===== config.mk =====
export PLATFORM = sky130hd
export DESIGN_NAME = clsau_ram
export DESIGN_NICKNAME = d
export VERILOG_FILES = /design/src/rtl/core/clsau_ram.sv
export SDC_FILE = /design/constraint.sdc
export NUM_CORES = 2
export LEC_CHECK = 0
export BUFFER_PORTS_ARGS = -buffer_cell sky130_fd_sc_hd__buf_2
export CAP_MARGIN = 30
export CORE_MARGIN = 2
export CORE_UTILIZATION = 44
export DETAILED_ROUTE_END_ITERATION = 8
export SETUP_SLACK_MARGIN = 0.02
export SYNTH_ARGS = -nofsm -noshare
export SYNTH_HDL_FRONTEND = slang
export SYNTH_SLANG_ARGS = --single-unit

===== constraint.sdc =====
create_clock -name clk_i -period 2.4 [get_ports clk_i]
set_clock_uncertainty 0.05 [all_clocks]
set_input_delay 0.36 -clock clk_i [delete_from_list [all_inputs] [get_ports clk_i]]
set_output_delay 0.36 -clock clk_i [all_outputs]
set_load 0.01 [all_outputs]

===== src/rtl/core/clsau_ram.sv =====
// ----------------------------------------------------------------------------
// clsau_ram
// Generic single-port synchronous RAM with a registered read.
// ----------------------------------------------------------------------------
module clsau_ram #(
  parameter int WIDTH = 8,
  parameter int DEPTH = 256
) (
  input  logic                     clk_i,
  input  logic                     we_i,
  input  logic [$clog2(DEPTH)-1:0] addr_i,
  input  logic [WIDTH-1:0]         wdata_i,
  output logic [WIDTH-1:0]         rdata_o
);

  logic [WIDTH-1:0] mem_q [DEPTH];
  logic [WIDTH-1:0] rdata_q;

  always_ff @(posedge clk_i) begin
    if (we_i) begin
      mem_q[addr_i] <= wdata_i;
    end else begin
      rdata_q <= mem_q[addr_i];
    end
  end

  assign rdata_o = rdata_q;

endmodule


==> impl_metrics.csv <==
group,metric,value,unit
run_status,status,"finished with violations",
run_status,failed_checks,"negative setup slack",
die,floorplan.die.height,426,um
critical_path,regToRegSetupSlack,-50,ps
timing,timing.final.ws_setup,-45.6,ps
detailed_routing,drt.antenna.violating_nets,0,
global_routing,largest_net_degree_at_the_start_of_global_routing,91,
power,powerDensity,791,nW/um^2
detailed_routing,via_per_inst,5.80,
min_path,min_to,"mem_q[19][1]",
critical_path,worst_setup_end_kind,"flip-flop",
timing,report.final.hold_viol_count,0,
synth,netlist_instances,3545,
die,floorplan.initialDensity,44.2,%
timing,final_max_slew_viol_count,0,
synth,dominant_cell_type_by_area_after_synthesis,"edfxtp_1",
synth,postSynthAreaPerCell,22.2,um^2
die,num_io_pins,26,
die,dieWidth,426,um
timing,worst_slew_margin_relative_to_its_limit,45.9,%
die,core.rowCount,155,
synth,syn_area,78500,um^2
timing,finalCriticalPeriod,2450,ps
global_routing,first_global_vias,40321,
cts,cts_num_sinks,2056,
synth,yosys-top-cells-area,"edfxtp_1 (79%), mux4_2 (15%), a22oi_1 (2.4%)",
critical_path,cpMaxStageDelayCell,"o41ai_2",
synth,synth.yosys.warnings,0,
global_routing,grt_pass1_wl,286,mm
min_path,whs_path_depth,1,
global_routing,initial_antenna_violation_count,1,
timing,worst_slew_pin_slew,812,ps
timing,report.final.setup_viol,1,
cts,ctsLongestPathBuffers,3,
detailed_routing,finalWirelength,197,mm
placed_design,finalWeightedCongestion,0.829,
global_routing,global_route_congestion_overflow_total,0,
placed_design,dpl.hpwl,128,mm
synth,synth.lib_cells_used.distinct,20,
cts,cts_buffers,202,
cts,cts_tree,"done",
synth,synth_nets,3563,
run,timing.max_cap.violations,0,
critical_path,worstPathRequired,2940,ps
timing,setup_tns,-45.6,ps
power,power,0.0752,W
placed_design,pre_cts_ws,-1290,ps
timing,worst_hold_slack,36.7,ps
finish,final_core_util,53.4,%
finish,syn2layout_area_growth,21.0,%
global_routing,gr-usage-all-layers,21.9,%
synth,synth-seq-cells,2056,
placed_design,io_buffers,25,
critical_path,endpoint_of_the_worst_slack_reg_to_reg_timing_path,"rdata_o[7]",
finish,fillCellCount,13468,
critical_path,arrival_time_worst_endpoint,2980,ps
synth,area_share_of_the_leading_cell_type_in_the_synthesized_netlist,78.6,%
detailed_routing,first_iter_violations,4707,
power,cellLeakagePower,30.3,nW
critical_path,worst_r2r_path_depth,6,
cts,clk_root_buffer_cell,"clkbuf_16",
timing,grt_setup_unrepaired,"true",
power,peakVddDrop,0.000944,V
critical_path,worstPathCellList,"mux4_2 -> a22oi_1 -> a21oi_1 -> o41ai_2 -> buf_4 -> nand4_1",
timing,finalCritPeriodShare,102,%
critical_path,startpoint_type,"flip-flop",
finish,final_layout_size_suffix_gt1_share,37.7,%
critical_path,rr_startpoint,"mem_q[46][7]",
cts,clkTransAtPathRegs,60,ps
detailed_routing,vias,39326,
min_path,holdCritPathClass,"in -> reg",
critical_path,worst-setup-path-type,"reg -> reg",
cts,insertion_delay,860,ps
timing,maximum_clock_rate,0.409,GHz
synth,seq_area_frac_synth,78.6,%
detailed_routing,avgRoutedWirePerCell,29.0,um
detailed_routing,drt-pass1-iter-count,6,
detailed_routing,drc,0,
min_path,holdCritStartpoint,"wdata_i[1]",
cts,number_of_h_tree_branching_levels,4,
finish,fin_nets,4270,
critical_path,crit_fanout,1,
die,core_region_area,178000,um^2
die,dieArea,182000,um^2
cts,postCtsSetupBuffers,0,
critical_path,largest_stage_delay_worst_path,560,ps
-- registers in the layout, summed over array words and instances (netlist names) --
signal   flops
mem_q     2048
rdata_o      8
-- layer usage --
| metal | global-route usage (%) | wire length (um) |
|---|---|---|
| met1 | 30.8 | 81600 |
| met5 | 0 | 0 |
| met3 | 3.17 | 11900 |
| met4 | 7.39 | 6180 |
| met2 | 35.4 | 97200 |
-- critical path, delay by kind of cell, from the launching register on --
family | cells | cell delay [ps]
buffers and inverters | 1 | 200
AOI/OAI and AO/OA | 3 | 1000
and+or+nand+nor | 1 | 80
DFF | 1 | 360
muxes | 1 | 500
-- per-stage QoR --
step,instance area [um^2],cells
after floorplan,78900,3545
after detailed placement,87800,6398
after global routing,95100,6775
after CTS,94800,6776
after global placement,87700,6396
final,95100,6776
-- worst max path at each step --
stage                     slack (ps)           from  depth (start not counted)       endpoint
after floorplan                 -110      addr_i[1]                          7  mem_q[110][0]
after global placement         -1360      addr_i[0]                         10     rdata_o[3]
after detailed placement       -1290      addr_i[0]                         10     rdata_o[7]
after CTS                         10   mem_q[62][2]                          6     rdata_o[2]
after global routing             -50  mem_q[107][7]                          7     rdata_o[7]
final                            -50   mem_q[46][7]                          6     rdata_o[7]
-- layout make-up --
| cell class | count | area, um^2 | area share [%] |
|---|---|---|---|
| flip-flops and latches | 2056 | 61700 | 65.0 |
| well taps | 2355 | 2950 | 3.10 |
| inverters | 1 | 3.75 | 0.00395 |
| clock buffers | 244 | 5210 | 5.48 |
| clock inverters | 128 | 1430 | 1.50 |
| repair buffers | 733 | 7100 | 7.47 |
| diodes | 1 | 2.50 | 0.00263 |
| multi-input cells | 1258 | 16600 | 17.5 |
-- cells in the final DEF, fill, tap and decap left out, drive strengths merged --
cell and count:
mux4 512, a22oi 256, a21oi 128, nand4 9, diode 1, nor3 27, clkinvlp 8, edfxtp 2056
bufinv 21, or2 2, dlygate4sd3 7, nor2b 8, o41ai 32, nand2 25, nand2b 5, nor2 234
clkinv 94, and2 3, inv 6, buf 726, clkbuf 244, nand3 17
-- kinds of logic after synthesis --
group                  Yosys count  share of synthesized area, %
AO/OA/AOI/OAI                  416                          3.62
buffers and inverters          231                          1.35
flip-flops                    2056                          78.6
multiplexers                   512                          14.7
AND/OR/NAND/NOR                330                          1.73
-- cell usage after synthesis, drive strengths merged --
master,n
and2,3
o41ai,32
nand3,17
nor2,234
edfxtp,2056
nor2b,8
nand2b,5
clkbuf,140
buf,90
a22oi,256
inv,1
mux4,512
or2,2
a21oi,128
nand2,25
nand4,9
nor3,27
-- report_power, final --
part           switching (W)  internal (W)  total, W
clock network         0.0137        0.0179    0.0315
logic                0.00238       0.00167   0.00405
registers          0.0000547        0.0396    0.0396
-- repair_timing --
| item | CTS | global route |
|---|---|---|
| pin swaps | 13 | 23 |
| hold buffers | 7 | 0 |
| hold endpoints to repair | 268 | 0 |
| resized for setup | 62 | 43 |
| setup endpoints to repair | 8 | 8 |
(Power assumes the default switching activity.)
