File: config.mk
export PLATFORM = sky130hd
export DESIGN_NAME = clsau_ctrl
export DESIGN_NICKNAME = d
export VERILOG_FILES = /design/src/rtl/core/clsau_pkg.sv /design/src/rtl/core/clsau_ctrl.sv
export SDC_FILE = /design/constraint.sdc
export NUM_CORES = 1
export LEC_CHECK = 0
export ABC_AREA = 1
export BUFFER_PORTS_ARGS = -buffer_cell sky130_fd_sc_hd__buf_4
export CAP_MARGIN = 30
export CORE_MARGIN = 2
export CORE_UTILIZATION = 50
export DETAILED_ROUTE_END_ITERATION = 16
export GPL_TIMING_DRIVEN = 0
export PLACE_DENSITY_LB_ADDON = 0.3
export SLEW_MARGIN = 20
export SYNTH_ARGS = -nofsm -noshare
export SYNTH_HDL_FRONTEND = slang
export SYNTH_SLANG_ARGS = --single-unit
File: constraint.sdc
create_clock -name clk_i -period 3.6 [get_ports clk_i]
set_input_delay 0.18 -clock clk_i [delete_from_list [all_inputs] [get_ports clk_i]]
set_output_delay 0.18 -clock clk_i [all_outputs]
set_load 0.02 [all_outputs]
File: src/rtl/core/clsau_pkg.sv
// ----------------------------------------------------------------------------
// clsau_pkg
// Shared constants, codes and helper functions of the load/store addressing
// unit.
// ----------------------------------------------------------------------------
package clsau_pkg;

  localparam int ADDR_BITS = 16;
  localparam int MEM_DEPTH = 1 << ADDR_BITS;
  localparam logic [15:0] ADDR_MASK = 16'((32'd1 << ADDR_BITS) - 32'd1);

  localparam logic [2:0] OP_LDA = 3'd0;
  localparam logic [2:0] OP_LDX = 3'd1;
  localparam logic [2:0] OP_LDY = 3'd2;
  localparam logic [2:0] OP_LAX = 3'd3;
  localparam logic [2:0] OP_STA = 3'd4;
  localparam logic [2:0] OP_STX = 3'd5;
  localparam logic [2:0] OP_STY = 3'd6;
  localparam logic [2:0] OP_SAX = 3'd7;

  localparam logic [3:0] MODE_IMM  = 4'd0;
  localparam logic [3:0] MODE_ZP   = 4'd1;
  localparam logic [3:0] MODE_ZPX  = 4'd2;
  localparam logic [3:0] MODE_ZPY  = 4'd3;
  localparam logic [3:0] MODE_ABS  = 4'd4;
  localparam logic [3:0] MODE_ABSX = 4'd5;
  localparam logic [3:0] MODE_ABSY = 4'd6;
  localparam logic [3:0] MODE_INDX = 4'd7;
  localparam logic [3:0] MODE_INDY = 4'd8;

  // Bit m of an entry is set when mode m is supported for that opcode.
  localparam logic [8:0] SUPPORTED_MODES [8] = '{
    9'h1F7, 9'h05B, 9'h037, 9'h1DA, 9'h1F6, 9'h01A, 9'h016, 9'h09A
  };

  typedef struct packed {
    logic                 we;
    logic [ADDR_BITS-1:0] addr;
    logic [7:0]           wdata;
  } mem_req_t;

  function automatic logic op_supported(logic [2:0] op, logic [3:0] mode);
    logic [8:0] modes;
    logic       ok;
    modes = SUPPORTED_MODES[op];
    if (mode > MODE_INDY) begin
      ok = 1'b0;
    end else begin
      ok = modes[mode];
    end
    return ok;
  endfunction

  function automatic logic [1:0] instr_length(logic [3:0] mode);
    logic [1:0] len;
    case (mode)
      MODE_ABS, MODE_ABSX, MODE_ABSY: len = 2'd3;
      default:                        len = 2'd2;
    endcase
    return len;
  endfunction

  function automatic logic [2:0] base_cycles(logic is_load, logic [3:0] mode);
    logic [2:0] cyc;
    case (mode)
      MODE_IMM:                      cyc = is_load ? 3'd2 : 3'd0;
      MODE_ZP:                       cyc = 3'd3;
      MODE_ZPX, MODE_ZPY, MODE_ABS:  cyc = 3'd4;
      MODE_ABSX, MODE_ABSY:          cyc = is_load ? 3'd4 : 3'd5;
      MODE_INDX:                     cyc = 3'd6;
      MODE_INDY:                     cyc = is_load ? 3'd5 : 3'd6;
      default:                       cyc = 3'd0;
    endcase
    return cyc;
  endfunction

endpackage

File: src/rtl/core/clsau_ctrl.sv
// ----------------------------------------------------------------------------
// clsau_ctrl
// Sequencer and register file: resolves the effective address, fetches
// pointer bytes, reads or writes the byte memory and forms the result word.
// ----------------------------------------------------------------------------
module clsau_ctrl (
  input  logic                clk_i,
  input  logic                rst_ni,
  input  logic                start,
  output logic                busy,
  input  logic [2:0]          opcode_i,
  input  logic [3:0]          mode_i,
  input  logic [15:0]         operand_i,
  output clsau_pkg::mem_req_t mem_req_o,
  input  logic [7:0]          mem_rdata_i,
  output logic                done_o,
  output logic [7:0]          reg_a_o,
  output logic [7:0]          reg_x_o,
  output logic [7:0]          reg_y_o,
  output logic                zero_flag_o,
  output logic                negative_flag_o,
  output logic                wrote_memory_o,
  output logic [15:0]         write_address_o,
  output logic [7:0]          write_data_o,
  output logic [1:0]          instr_bytes_o,
  output logic [2:0]          cycle_count_o,
  output logic                unsupported_o
);

  localparam logic [2:0] S_IDLE = 3'd0;
  localparam logic [2:0] S_ADDR = 3'd1;
  localparam logic [2:0] S_PLO  = 3'd2;
  localparam logic [2:0] S_PHI  = 3'd3;
  localparam logic [2:0] S_LOAD = 3'd4;

  logic [2:0]  state_q, state_d;
  logic [2:0]  op_q, op_d;
  logic [3:0]  mode_q, mode_d;
  logic [15:0] opnd_q, opnd_d;
  logic [7:0]  ptr_zp_q, ptr_zp_d;
  logic [7:0]  ptr_lo_q, ptr_lo_d;
  logic [7:0]  a_q, a_d, x_q, x_d, y_q, y_d;
  logic        z_q, z_d, n_q, n_d;
  logic        done_q, done_d;
  logic        wrote_q, wrote_d;
  logic [15:0] waddr_q, waddr_d;
  logic [7:0]  wdata_q, wdata_d;
  logic [1:0]  bytes_q, bytes_d;
  logic [2:0]  cycles_q, cycles_d;
  logic        unsup_q, unsup_d;

  logic        is_load;
  logic [7:0]  zp;
  logic [7:0]  ptr_zp;
  logic [15:0] ea_dir, ea_ind, ea_m;
  logic [7:0]  store_val, load_val;
  logic        ld_fin, st_fin, un_fin;

  assign is_load = (op_q < clsau_pkg::OP_STA);
  assign zp      = opnd_q[7:0];
  assign ptr_zp  = (mode_q == clsau_pkg::MODE_INDX) ? zp + x_q : zp;

  always_comb begin
    case (mode_q)
      clsau_pkg::MODE_ZP:   ea_dir = {8'h00, zp};
      clsau_pkg::MODE_ZPX:  ea_dir = {8'h00, 8'(zp + x_q)};
      clsau_pkg::MODE_ZPY:  ea_dir = {8'h00, 8'(zp + y_q)};
      clsau_pkg::MODE_ABS:  ea_dir = opnd_q;
      clsau_pkg::MODE_ABSX: ea_dir = opnd_q + {8'h00, x_q};
      clsau_pkg::MODE_ABSY: ea_dir = opnd_q + {8'h00, y_q};
      default:              ea_dir = 16'h0000;
    endcase
  end

  assign ea_ind = (mode_q == clsau_pkg::MODE_INDY) ?
                  {mem_rdata_i, ptr_lo_q} + {8'h00, y_q} : {mem_rdata_i, ptr_lo_q};
  assign ea_m   = ((state_q == S_PHI) ? ea_ind : ea_dir) & clsau_pkg::ADDR_MASK;

  always_comb begin
    case (op_q)
      clsau_pkg::OP_STA: store_val = a_q;
      clsau_pkg::OP_STX: store_val = x_q;
      clsau_pkg::OP_STY: store_val = y_q;
      default:           store_val = a_q & x_q;
    endcase
  end

  always_comb begin
    state_d   = state_q;
    op_d      = op_q;
    mode_d    = mode_q;
    opnd_d    = opnd_q;
    ptr_zp_d  = ptr_zp_q;
    ptr_lo_d  = ptr_lo_q;
    a_d       = a_q;
    x_d       = x_q;
    y_d       = y_q;
    z_d       = z_q;
    n_d       = n_q;
    done_d    = 1'b0;
    wrote_d   = wrote_q;
    waddr_d   = waddr_q;
    wdata_d   = wdata_q;
    bytes_d   = bytes_q;
    cycles_d  = cycles_q;
    unsup_d   = unsup_q;
    ld_fin    = 1'b0;
    st_fin    = 1'b0;
    un_fin    = 1'b0;
    load_val  = mem_rdata_i;
    mem_req_o = '{we: 1'b0, addr: ea_m[clsau_pkg::ADDR_BITS-1:0], wdata: store_val};

    case (state_q)
      S_IDLE: begin
        if (start) begin
          op_d    = opcode_i;
          mode_d  = mode_i;
          opnd_d  = operand_i;
          state_d = S_ADDR;
        end
      end
      S_ADDR: begin
        if (!clsau_pkg::op_supported(op_q, mode_q)) begin
          un_fin = 1'b1;
        end else if (mode_q == clsau_pkg::MODE_IMM) begin
          load_val = zp;
          ld_fin   = 1'b1;
        end else if (mode_q == clsau_pkg::MODE_INDX || mode_q == clsau_pkg::MODE_INDY) begin
          mem_req_o.addr = 16'({8'h00, ptr_zp} & clsau_pkg::ADDR_MASK);
          ptr_zp_d       = ptr_zp;
          state_d        = S_PLO;
        end else if (is_load) begin
          state_d = S_LOAD;
        end else begin
          st_fin = 1'b1;
        end
      end
      S_PLO: begin
        ptr_lo_d       = mem_rdata_i;
        mem_req_o.addr = 16'({8'h00, 8'(ptr_zp_q + 8'd1)} & clsau_pkg::ADDR_MASK);
        state_d        = S_PHI;
      end
      S_PHI: begin
        if (is_load) begin
          state_d = S_LOAD;
        end else begin
          st_fin = 1'b1;
        end
      end
      S_LOAD: begin
        ld_fin = 1'b1;
      end
      default: begin
        state_d = S_IDLE;
      end
    endcase

    if (ld_fin) begin
      if (op_q == clsau_pkg::OP_LDA || op_q == clsau_pkg::OP_LAX) a_d = load_val;
      if (op_q == clsau_pkg::OP_LDX || op_q == clsau_pkg::OP_LAX) x_d = load_val;
      if (op_q == clsau_pkg::OP_LDY) y_d = load_val;
      z_d      = (load_val == 8'h00);
      n_d      = load_val[7];
      wrote_d  = 1'b0;
      waddr_d  = 16'h0000;
      wdata_d  = 8'h00;
      bytes_d  = clsau_pkg::instr_length(mode_q);
      cycles_d = clsau_pkg::base_cycles(1'b1, mode_q);
      unsup_d  = 1'b0;
    end
    if (st_fin) begin
      mem_req_o.we = 1'b1;
      wrote_d      = 1'b1;
      waddr_d      = ea_m;
      wdata_d      = store_val;
      bytes_d      = clsau_pkg::instr_length(mode_q);
      cycles_d     = clsau_pkg::base_cycles(1'b0, mode_q);
      unsup_d      = 1'b0;
    end
    if (un_fin) begin
      wrote_d  = 1'b0;
      waddr_d  = 16'h0000;
      wdata_d  = 8'h00;
      bytes_d  = 2'd0;
      cycles_d = 3'd0;
      unsup_d  = 1'b1;
    end
    if (ld_fin || st_fin || un_fin) begin
      done_d  = 1'b1;
      state_d = S_IDLE;
    end
  end

  always_ff @(posedge clk_i or negedge rst_ni) begin
    if (!rst_ni) begin
      state_q <= S_IDLE;
      done_q  <= 1'b0;
      a_q     <= 8'h00;
      x_q     <= 8'h00;
      y_q     <= 8'h00;
      z_q     <= 1'b0;
      n_q     <= 1'b0;
    end else begin
      state_q <= state_d;
      done_q  <= done_d;
      a_q     <= a_d;
      x_q     <= x_d;
      y_q     <= y_d;
      z_q     <= z_d;
      n_q     <= n_d;
    end
  end

  always_ff @(posedge clk_i) begin
    op_q     <= op_d;
    mode_q   <= mode_d;
    opnd_q   <= opnd_d;
    ptr_zp_q <= ptr_zp_d;
    ptr_lo_q <= ptr_lo_d;
    wrote_q  <= wrote_d;
    waddr_q  <= waddr_d;
    wdata_q  <= wdata_d;
    bytes_q  <= bytes_d;
    cycles_q <= cycles_d;
    unsup_q  <= unsup_d;
  end

  assign busy            = (state_q != S_IDLE);
  assign done_o          = done_q;
  assign reg_a_o         = a_q;
  assign reg_x_o         = x_q;
  assign reg_y_o         = y_q;
  assign zero_flag_o     = z_q;
  assign negative_flag_o = n_q;
  assign wrote_memory_o  = wrote_q;
  assign write_address_o = waddr_q;
  assign write_data_o    = wdata_q;
  assign instr_bytes_o   = bytes_q;
  assign cycle_count_o   = cycles_q;
  assign unsupported_o   = unsup_q;

endmodule

==> results.md <==
- Outcome: complete, no violations
- Core box area: 14,400 um2
- CP endpoint kind: output port
- Worst Hold Endpoint: mode_q[2]
- Yosys reg bits: 105
- Cell count after synthesis: 990
- Hold Crit Start: mode_i[2]
- # diodes: 0
- Synth area leaders: nand2_1 (16%), edfxtp_1 (16%), dfrtp_1 (10%)
- Final setup violation count: 0
- Clock skew: 0.00730 ns
- CTS Buf Count: 9
- TritonCTS Sinks: 105
- Clock-pin slew on the worst setup and hold paths: 0.07 ns
- Routability congestion estimate: 0.935
- Starting Density: 0.505
- Critical Path RT: 3.42 ns
- Max-slew violation count: 0
- Placed Cells: 1,293
- Most used DFF post-synth: edfxtp_1
- Mean Syn Cell Area: 7.33 um2
- Post-layout nets: 1,227
- Sequential-to-total area share from yosys stat: 0.364
- I/O Buffers: 117
- Number of global-route vias before repair: 6,534
- Critical Path AT: 3.23 ns
- DR DRC count: 0
- Reg2reg setup slack: 0.81 ns
- Hold Slack: 0.00971 ns
- DR vias: 7,201
- Slew headroom: 0.552
- Post-DP Area: 8400 um2
- RR Endpoint: write_address_o[12]
- Top-area cell type share of the netlist area: 0.163
- Design area: 9030 um2
- Synth-to-Final Area Change: 24.5%
- Die height: 124 um
- Leakage: 4.55 nW
- Post-synth EDFFs: 39
- Vias per cell: 5.39
- Worst-Margin Slew: 0.667 ns
- Mapped Area: 7250 um2
- R2R cell count: 20
- First-pass GRT wire length: 34,000 um
- Fraction of registers with async set/reset: 0.286
- Synth top cells by count: nand2_1 (315), inv_1 (109), nand3_1 (83)
- Hold depth: 1
- HP Class: in -> reg
- Longest Clk Path Bufs: 2
- I/O pin count: 118
- Most common cell in the netlist: nand2_1
- Largest net degree at the start of global routing: 31
- Final Hold Viols: 0
- Final WL: 21,700 um
- Routed Antenna Nets: 0
- GR Overflow Total: 0
- Worst IR Drop VDD: 0.000467 V
- Pwr Density: 856 nW/um2
- Gr usage total: 0.278
- Non-filler instance count after layout: 1,337
- Row cnt: 44
- HPWL after DPL: 17,000 um
- Root Buffer: clkbuf_16
- H-tree depth: 3
- Starting DRT DRC Count: 612
- Final cycle utilization of the critical path: 0.946
- Die ar.: 15,500 um2
- Area leader, netlist: nand2_1
- Max Fclk: 294 MHz
- Ys Warns: 0
- CP Class: reg -> out
- Clock period minus worst slack: 3.41 ns
- Synth Net Count: 1,069
- Layout cells sized above 1: 0.202
- CP startpoint kind: flop
- Drt pass-1 iters: 6
- Routed len/inst: 16.3 um
- Die W: 124 um
- Initial antenna violation count: 0
- Count of cell types in the netlist: 47
- Worst skew pair latency: 0.36 ns
- Max-Cap Viols: 0
- CTS tree: done
- Worst r2r src: mode_q[2]
- CP Max Fanout: 10
- Utilization after layout: 0.629
## metrics by stage
step                      setup TNS [ns]  setup slack [ns]  total power [W]
after floorplan                        0             0.607          0.00496
after global placement                 0            0.0587          0.00645
after detailed placement               0             0.108          0.00655
after CTS                              0            0.0259          0.00768
after global routing            -0.00736          -0.00391          0.00827
final                                  0             0.195          0.00773
## worst max path at each step
stage / start / endpoint / slack, ns / cells past startpoint
after detailed placement: mode_q[3] / mem_req_o[16] / 0.11 / 14
final: mode_q[2] / mem_req_o[15] / 0.19 / 19
after CTS: mode_q[2] / mem_req_o[18] / 0.03 / 21
after floorplan: mode_q[3] / mem_req_o[20] / 0.61 / 18
after global placement: mode_q[1] / mem_req_o[16] / 0.06 / 15
after global routing: mode_q[2] / mem_req_o[20] / -0.004 / 22
## worst max-delay path, stage by stage, from the launching register on
cell      delay, ns
edfxtp_1       0.41
inv_2          0.09
nor2_4         0.15
nand2_4        0.10
buf_6          0.15
nand2_1        0.05
o21ai_0        0.14
ha_1           0.39
nand2_1        0.08
o21ai_0        0.29
inv_1          0.10
nand2_1        0.09
nand2_1        0.06
nand3_1        0.11
nand2_1        0.08
nor2_1         0.09
nand3_1        0.11
nand3_1        0.16
nand2_1        0.06
buf_4          0.15
## report_power, final
part           internal [W]  total (W)  switching, W
sequential          0.00164    0.00205      0.000409
clock              0.000613    0.00108      0.000466
combinational       0.00173    0.00460       0.00287
## area by class of cell
cell class / count / area [um2]
Clock buffer: 10 / 229
Fill cell: 1327 / 5340
Inverter: 123 / 474
Multi-Input combinational cell: 745 / 4040
Timing Repair Buffer: 147 / 1180
Clock inverter: 6 / 90.1
Buffer: 17 / 151
Sequential cell: 105 / 2640
Tap cell: 184 / 230
## logic make-up after synthesis
kind of cell,share of synthesized area
and+or+nand+nor,0.328
AOI/OAI and AO/OA,0.126
buffers and inverters,0.0852
DFF,0.364
adders and majority gates,0.0818
xor gates and xnor gates,0.0145
## layer usage
| metal | vias to the layer above | global-route usage | wire (um) | part of all wire |
|---|---|---|---|---|
| li1 | 3575 | - | - | - |
| met1 | 3299 | 0.363 | 9420 | 0.43 |
| met2 | 283 | 0.463 | 10300 | 0.47 |
| met3 | 44 | 0.0369 | 1310 | 0.060 |
| met4 | 0 | 0.118 | 716 | 0.033 |
| met5 | - | 0 | 0 | 0 |
## timing repair
action | in CTS | in global routing
cloned | 0 | 0
pin swaps | 1 | 2
setup buffers | 4 | 1
hold buffers | 23 | 0
gates resized for setup | 6 | 12
endpoints found under the hold margin | 52 | 0
endpoints found under the setup margin | 11 | 11
## cell usage in the layout (no fill, tap or decap), types with 6 or more instances in the layout
| cell type | instances |
|---|---|
| edfxtp_1 | 39 |
| o211ai_1 | 8 |
| inv_2 | 11 |
| nor2_1 | 48 |
| ha_1 | 40 |
| o21ai_0 | 67 |
| dfrtp_1 | 30 |
| or2_2 | 8 |
| dlygate4sd3_1 | 23 |
| xnor2_1 | 7 |
| nor3_1 | 10 |
| o221ai_1 | 6 |
| dfxtp_1 | 36 |
| nand2_2 | 30 |
| clkbuf_16 | 9 |
| nand4_1 | 10 |
| o21ai_2 | 7 |
| nand2_1 | 311 |
| buf_4 | 127 |
| nor2_4 | 8 |
| nand3_1 | 83 |
| inv_1 | 108 |
| a21oi_1 | 48 |
## registers in the layout (all words and copies together), names as in the netlist, named ones only
| signal | count |
|---|---|
| wrote_memory_o | 1 |
| mode_q | 4 |
| reg_a_o | 8 |
| reg_y_o | 8 |
| write_address_o | 16 |
| ptr_lo_q | 8 |
| opnd_q | 16 |
| zero_flag_o | 1 |
| unsupported_o | 1 |
| instr_bytes_o | 2 |
| done_o | 1 |
| ptr_zp_q | 8 |
| cycle_count_o | 3 |
| state_q | 3 |
| write_data_o | 8 |
| reg_x_o | 8 |
| op_q | 3 |
| negative_flag_o | 1 |
Power figures use the tool's default switching activity.
